--- src/hw/rtl/utf8_to_ucs2_decoder_macros.svh ---
// assertion macros used by the decoder top level
`ifndef UTF8_TO_UCS2_DECODER_MACROS_SVH
`define UTF8_TO_UCS2_DECODER_MACROS_SVH

// antecedent implies consequent in the same cycle
`define U8U2_ASSERT_IMPL(label, clk, rst, ante, cons) \
   label: assert property (@(posedge clk) disable iff (rst) (ante) |-> (cons)) \
      else $error("implication check failed");

// antecedent implies consequent in the next cycle
`define U8U2_ASSERT_NEXT(label, clk, rst, ante, cons) \
   label: assert property (@(posedge clk) disable iff (rst) (ante) |=> (cons)) \
      else $error("next-cycle check failed");

// condition never holds
`define U8U2_ASSERT_NEVER(label, clk, rst, cond) \
   label: assert property (@(posedge clk) disable iff (rst) !(cond)) \
      else $error("forbidden condition seen");

`endif

--- src/hw/rtl/u8u2_pkg.sv ---
// package: types and constants of the utf-8 to ucs-2 decoder
package u8u2_pkg;

   localparam logic [1:0] PEND_NONE = 2'd0;
   localparam logic [1:0] PEND_ONE  = 2'd1;
   localparam logic [1:0] PEND_TWO  = 2'd2;

   localparam logic [7:0] TOP_BIT      = 8'h80;
   localparam logic [7:0] CONT_MASK    = 8'hC0;
   localparam logic [7:0] LEAD3_MASK   = 8'hF0;
   localparam logic [7:0] LEAD3_CODE   = 8'hE0;
   localparam logic [7:0] LEAD2_LOW    = 8'hC2;
   localparam logic [7:0] LEAD2_HIGH   = 8'hDF;
   localparam logic [7:0] SECOND_SPLIT = 8'hA0;
   localparam logic [11:0] LEAD_E0_BITS = 12'h000;
   localparam logic [11:0] LEAD_ED_BITS = 12'h00D;

   typedef struct packed {
      logic [1:0]  bytes_pending;
      logic [11:0] partial_point;
   } state_type;

   typedef struct packed {
      logic [15:0] code_unit;
      logic        error;
      logic        last;
   } result_type;

   typedef struct packed {
      logic       emit;
      result_type result;
   } step_type;

endpackage

--- src/hw/rtl/u8u2_decode.sv ---
// module: one decode step, byte plus state in, next state and result out
module u8u2_decode (
   input  logic [7:0]          byte_in,
   input  logic                end_of_string,
   input  u8u2_pkg::state_type state_cur,
   output u8u2_pkg::state_type state_nxt,
   output u8u2_pkg::step_type  step
);
   import u8u2_pkg::*;

   logic        err;
   logic        emit;
   logic [15:0] unit;
   logic        cont_ok;

   assign cont_ok = ((byte_in & CONT_MASK) == TOP_BIT);

   always_comb begin
      err       = 1'b0;
      emit      = 1'b0;
      unit      = 16'h0000;
      state_nxt = state_cur;
      case (state_cur.bytes_pending)
         PEND_NONE: begin
            if ((byte_in & TOP_BIT) == 8'h00) begin
               unit = {8'h00, byte_in};
               emit = 1'b1;
            end else if (byte_in inside {[LEAD2_LOW:LEAD2_HIGH]}) begin
               state_nxt.partial_point = {7'b0, byte_in[4:0]};
               state_nxt.bytes_pending = PEND_ONE;
            end else if ((byte_in & LEAD3_MASK) == LEAD3_CODE) begin
               state_nxt.partial_point = {8'b0, byte_in[3:0]};
               state_nxt.bytes_pending = PEND_TWO;
            end else begin
               err = 1'b1;
            end
         end
         PEND_TWO: begin
            if (!cont_ok) begin
               err = 1'b1;
            end else if (state_cur.partial_point == LEAD_E0_BITS
                         && byte_in < SECOND_SPLIT) begin
               err = 1'b1;   // overlong three-byte form
            end else if (state_cur.partial_point == LEAD_ED_BITS
                         && byte_in >= SECOND_SPLIT) begin
               err = 1'b1;   // surrogate range
            end else begin
               state_nxt.partial_point = {state_cur.partial_point[5:0], byte_in[5:0]};
               state_nxt.bytes_pending = PEND_ONE;
            end
         end
         default: begin
            // one continuation left (unused code 3 acts the same)
            if (!cont_ok) begin
               err = 1'b1;
            end else begin
               unit      = {state_cur.partial_point[9:0], byte_in[5:0]};
               emit      = 1'b1;
               state_nxt = '0;
            end
         end
      endcase

      if (end_of_string && state_nxt.bytes_pending != PEND_NONE) begin
         err = 1'b1;   // truncated sequence
      end
      if (err || end_of_string) begin
         state_nxt = '0;
      end
      if (err) begin
         unit = 16'h0000;
      end
      step.emit             = emit | err | end_of_string;
      step.result.code_unit = unit;
      step.result.error     = err;
      step.result.last      = end_of_string;
   end

endmodule

--- src/hw/rtl/utf8_to_ucs2_decoder.sv ---
// top level: streaming utf-8 to ucs-2 decoder, one byte per word
// accepted bytes sit in the input register; result words reach rsp_ from the result register
// throughput: one byte per cycle unless a stalled word blocks it; decode is combinational
// a byte completing no character, error or end mark yields no word and is consumed silently
// reset (synchronous, active high) empties both stages and clears the decode state
// a held byte that yields a word waits only while a stalled word fills the output register
module utf8_to_ucs2_decoder (
   input  logic        clock,
   input  logic        reset,
   // input channel
   input  logic        req_valid,
   output logic        req_stall,
   input  logic [7:0]  req_byte_in,
   input  logic        req_end_of_string,
   // result channel
   output logic        rsp_valid,
   input  logic        rsp_stall,
   output logic [15:0] rsp_code_unit,
   output logic        rsp_error,
   output logic        rsp_last
);
   `include "utf8_to_ucs2_decoder_macros.svh"
   import u8u2_pkg::*;

   // input register stage
   logic       s1_valid_ff, s1_valid_in;
   logic [7:0] s1_byte_ff;
   logic       s1_eos_ff;

   // decode state carried between bytes
   state_type  state_ff, state_in;

   // result register stage
   logic       rsp_valid_ff, rsp_valid_in;
   result_type rsp_result_ff;

   // decode step outputs
   state_type  state_nxt;
   step_type   step;

   logic       out_free;    // result register can take a word this cycle
   logic       s1_fire;     // the held byte finishes its decode step
   logic       req_accept;
   logic       rsp_accept;

   u8u2_decode u_decode (
      .byte_in       (s1_byte_ff),
      .end_of_string (s1_eos_ff),
      .state_cur     (state_ff),
      .state_nxt     (state_nxt),
      .step          (step)
   );

   // output register frees when empty or when its word is taken now
   assign out_free   = !rsp_valid_ff || !rsp_stall;
   // a byte with no result never waits on the output side
   assign s1_fire    = s1_valid_ff && (!step.emit || out_free);
   assign req_stall  = s1_valid_ff && !s1_fire;
   assign req_accept = req_valid && !req_stall;
   assign rsp_accept = rsp_valid_ff && !rsp_stall;

   always_comb begin
      s1_valid_in = req_accept ? 1'b1 : (s1_fire ? 1'b0 : s1_valid_ff);
      state_in    = s1_fire ? state_nxt : state_ff;
      if (s1_fire && step.emit) begin
         rsp_valid_in = 1'b1;
      end else if (rsp_accept) begin
         rsp_valid_in = 1'b0;
      end else begin
         rsp_valid_in = rsp_valid_ff;
      end
   end

   // control state
   always_ff @(posedge clock) begin
      if (reset) begin
         s1_valid_ff  <= 1'b0;
         rsp_valid_ff <= 1'b0;
         state_ff     <= '0;
      end else begin
         s1_valid_ff  <= s1_valid_in;
         rsp_valid_ff <= rsp_valid_in;
         state_ff     <= state_in;
      end
   end

   // payload registers
   always_ff @(posedge clock) begin
      if (req_accept) begin
         s1_byte_ff <= req_byte_in;
         s1_eos_ff  <= req_end_of_string;
      end
      if (s1_fire && step.emit) begin
         rsp_result_ff <= step.result;
      end
   end

   assign rsp_valid     = rsp_valid_ff;
   assign rsp_code_unit = rsp_result_ff.code_unit;
   assign rsp_error     = rsp_result_ff.error;
   assign rsp_last      = rsp_result_ff.last;

   // an error word always carries a zero code unit
   `U8U2_ASSERT_IMPL(a_err_zero, clock, reset, rsp_valid_ff && rsp_result_ff.error,
                     rsp_result_ff.code_unit == 16'h0000)
   // the end of a string leaves the decode state cleared
   `U8U2_ASSERT_NEXT(a_eos_clears, clock, reset, s1_fire && s1_eos_ff, state_ff == '0)
   // the pending count never takes its unused code
   `U8U2_ASSERT_NEVER(a_no_pend3, clock, reset, state_ff.bytes_pending == 2'd3)
   // stall toward the source only while a held byte has a word to emit
   `U8U2_ASSERT_IMPL(a_stall_held, clock, reset, req_stall, s1_valid_ff && step.emit)

endmodule

--- config.mk ---
export PLATFORM = sky130hd
export DESIGN_NAME = utf8_to_ucs2_decoder
export DESIGN_NICKNAME = d
export VERILOG_FILES = /design/src/hw/rtl/u8u2_pkg.sv /design/src/hw/rtl/u8u2_decode.sv /design/src/hw/rtl/utf8_to_ucs2_decoder.sv
export VERILOG_INCLUDE_DIRS = /design/src /design/src/hw/rtl
export SDC_FILE = /design/constraint.sdc
export NUM_CORES = 1
export LEC_CHECK = 0
export ABC_AREA = 1
export BUFFER_PORTS_ARGS = -buffer_cell sky130_fd_sc_hd__buf_2
export CAP_MARGIN = 20
export CELL_PAD_IN_SITES_DETAIL_PLACEMENT = 0
export CELL_PAD_IN_SITES_GLOBAL_PLACEMENT = 2
export CORE_MARGIN = 2
export CORE_UTILIZATION = 33
export CTS_CLUSTER_DIAMETER = 80
export DETAILED_ROUTE_END_ITERATION = 10
export PLACE_DENSITY = 0.77
export SLEW_MARGIN = 0
export SYNTH_ARGS = -nofsm -noshare
export SYNTH_HDL_FRONTEND = slang
export SYNTH_SLANG_ARGS = --single-unit
--- constraint.sdc ---
create_clock -name clock -period 3 [get_ports clock]
set_input_delay 0.15 -clock clock [delete_from_list [all_inputs] [get_ports clock]]
set_output_delay 0.15 -clock clock [all_outputs]
set_load 0.005 [all_outputs]
==> impl_metrics.yaml <==
pwr:
  powerDensity_nw_per_um2: 514
  leakage_uw: 0.00114
  ir_worst_vdd_uv: 217
clock_tree:
  cts.clk_slew.worst_paths_ns: 0.09
  cts_tree: "built"
  cts_resized: 0
  cts.path.max_buffers: 2
  cts_setup_buffers: 0
  cts_buffers: 5
  h-tree-depth: 2
  root_buffer: "clkbuf_8"
  insertion_delay_ns: 0.30
  cts_num_sinks: 43
  hold_buffers: 0
sta:
  slew_violations: 0
  timing.hold.ws_ns: 0.0239
  fin_skew_ns: 0.00892
  finalHoldViolCount: 0
  max_slew.worst_pin.slew_ns: 0.493
  rsz0062_at_grt: "false"
  setup_violations: 0
  finalCritPeriodShare_pct: 79.3
  fin_setup_tns_ns: 0
  slew_headroom_pct: 67.1
  finalCriticalPeriod_ns: 2.38
  max_freq_mhz: 420
floorplanning:
  die-width_microns: 85.1
  dieArea_sq_um: 7240
  core_area_sq_um: 6350
  row_count: 29
  start_util_pct: 34.2
  die_height_microns: 85.1
  boundaryPins: 33
worst_setup_path:
  cp.required_ns: 2.98
  worst-path-max-fanout: 18
  end_kind: "register"
  worstSetupPathType: "reg2reg"
  startpoint_type: "register"
  arrival_ns: 2.36
drt:
  vias: 1769
  drt_iter0_markers: 117
  drc: 0
  totalWireLength_microns: 5240
  dr.pass1.iters: 4
  wire_per_inst_microns: 14.0
  ant_nets: 0
  viasPerCell: 4.72
yosys:
  yosys.area_share.simple_pct: 36.1
  synth_fa_ha_area_share_pct: 0
  syn_avg_cell_area_sq_um: 8.31
  ys_ff_latch: 43
  synth.cell_area_sq_um: 2170
  synth_top_family_by_area: "simple AND/OR/NAND/NOR gates"
  synth_compound_area_share_pct: 2.31
  synth_fp_nets: 274
  synth_cells: 261
  synth_cell_types: 26
  synth_warnings: 0
  synthMuxAreaShare_pct: 0
  yosys.area_share.xor_xnor_pct: 0
  yosysSeqAreaShare_pct: 52.1
place:
  gp_congestion: 0.826
  dp_hpwl_microns: 3970
  port-buffer-count: 32
cells_and_area:
  antenna_cells: 0
  fin_nets: 310
  drive_gt1_share_pct: 19.8
  area_growth_pct: 15.1
global_routing:
  grt_max_degree: 19
  overflow: 0
  grt_pass1_wl_microns: 8850
  grt_pass1_vias: 1786
  grt.total_usage_pct: 15.9
  antenna_found_initial: 0
run:
  drv_cap: 0
worst_hold_path:
  hp-class: "in2reg"
run_status:
  outcome: "complete, no violations"
-- layout by cell type, fill, tap and decap left out, types with 3 or more instances in the layout --
master    count
dfxtp_1      16
a21oi_1       5
edfxtp_1     27
nand3_1      15
inv_2         3
nor3_1        6
nor2_1       57
nor2_2        3
nand4_1      16
nand2_1      51
buf_2        32
inv_1        40
clkbuf_8      6
-- cell usage after synthesis (all sizes together) --
| cell | number | area share [%] |
|---|---|---|
| a21oi | 5 | 1.2 |
| a22oi | 1 | 0.35 |
| buf | 3 | 1.3 |
| clkbuf | 2 | 0.35 |
| clkinv | 2 | 0.40 |
| dfxtp | 16 | 15 |
| edfxtp | 27 | 37 |
| inv | 43 | 7.4 |
| nand2 | 56 | 11 |
| nand3 | 18 | 5.5 |
| nand4 | 18 | 6.6 |
| nor2 | 61 | 11 |
| nor3 | 6 | 1.4 |
| o21ai | 1 | 0.23 |
| o22ai | 2 | 0.58 |
-- per-layer routing --
| metal | track usage [%] | up-vias | routed length [microns] |
|---|---|---|---|
| li1 | - | 906 | - |
| met1 | 20.1 | 806 | 2330 |
| met2 | 27.1 | 48 | 2580 |
| met3 | 2.53 | 9 | 237 |
| met4 | 6.49 | 0 | 96 |
| met5 | 0 | - | 0 |
-- where the power goes --
group | internal [uW] | total [uW] | switching, uW
registers | 667 | 689 | 22.6
clock network | 186 | 385 | 199
logic | 68.9 | 210 | 141
total | 922 | 1280 | 362
-- sequential cells by signal, summed over array words and instances (netlist names) --
register,flops
s1_eos_ff,1
rsp_code_unit,16
rsp_error,1
rsp_valid,1
s1_byte_ff,8
s1_valid_ff,1
state_ff,14
rsp_last,1
-- cell families (layout without fill, tap and decap cells) --
| family | count (synthesis) | in the layout |
|---|---|---|
| DFF | 43 | 43 |
| and+or+nand+nor | 159 | 159 |
| buffers and inverters | 50 | 87 |
| AOI/OAI and AO/OA | 9 | 9 |
-- worst paths after layout --
kind                                      from           endpoint  slack (ns)  depth (start not counted)
worst min-delay path            req_byte_in[7]      s1_byte_ff[7]        0.02                          1
worst min register to register    state_ff[12]       state_ff[12]        0.52                          2
worst max register to register   s1_byte_ff[7]  rsp_code_unit[11]        0.62                         12
worst max-delay path             s1_byte_ff[7]  rsp_code_unit[11]        0.62                         12
-- area by class of cell --
| class | instances | area, sq um |
|---|---|---|
| fill | 685 | 3850 |
| sequential | 43 | 1130 |
| multi-input combinational | 168 | 833 |
| timing repair buffer | 34 | 175 |
| inverter | 45 | 170 |
| tap | 77 | 96.3 |
| clock buffer | 7 | 86.3 |
| clock inverter | 1 | 5.00 |
-- stage by stage --
| stage | total power [uW] | std cells | utilization [%] | area [sq um] | setup slack [ns] |
|---|---|---|---|---|---|
| after global placement | 915 | 367 | 37.9 | 2410 | 0.754 |
| final | 1280 | 375 | 39.3 | 2500 | 0.620 |
| after detailed placement | 915 | 367 | 37.9 | 2410 | 0.656 |
| after global routing | 1360 | 375 | 39.3 | 2500 | 0.441 |
| after floorplan | 849 | 261 | - | 2170 | 0.752 |
| after CTS | 1300 | 375 | 39.3 | 2500 | 0.624 |
-- worst max-delay path, cell delays in order (launching register included) --
cell and delay [ns]:
edfxtp_1 0.46, nand2_2 0.21, nor2_1 0.07, inv_2 0.20
nand2_1 0.11, inv_1 0.14, nand4_4 0.16, nand2_4 0.17
nand2_1 0.10, inv_1 0.10, nand2_1 0.05, inv_1 0.05
buf_4 0.26
Power figures use the tool's default switching activity.
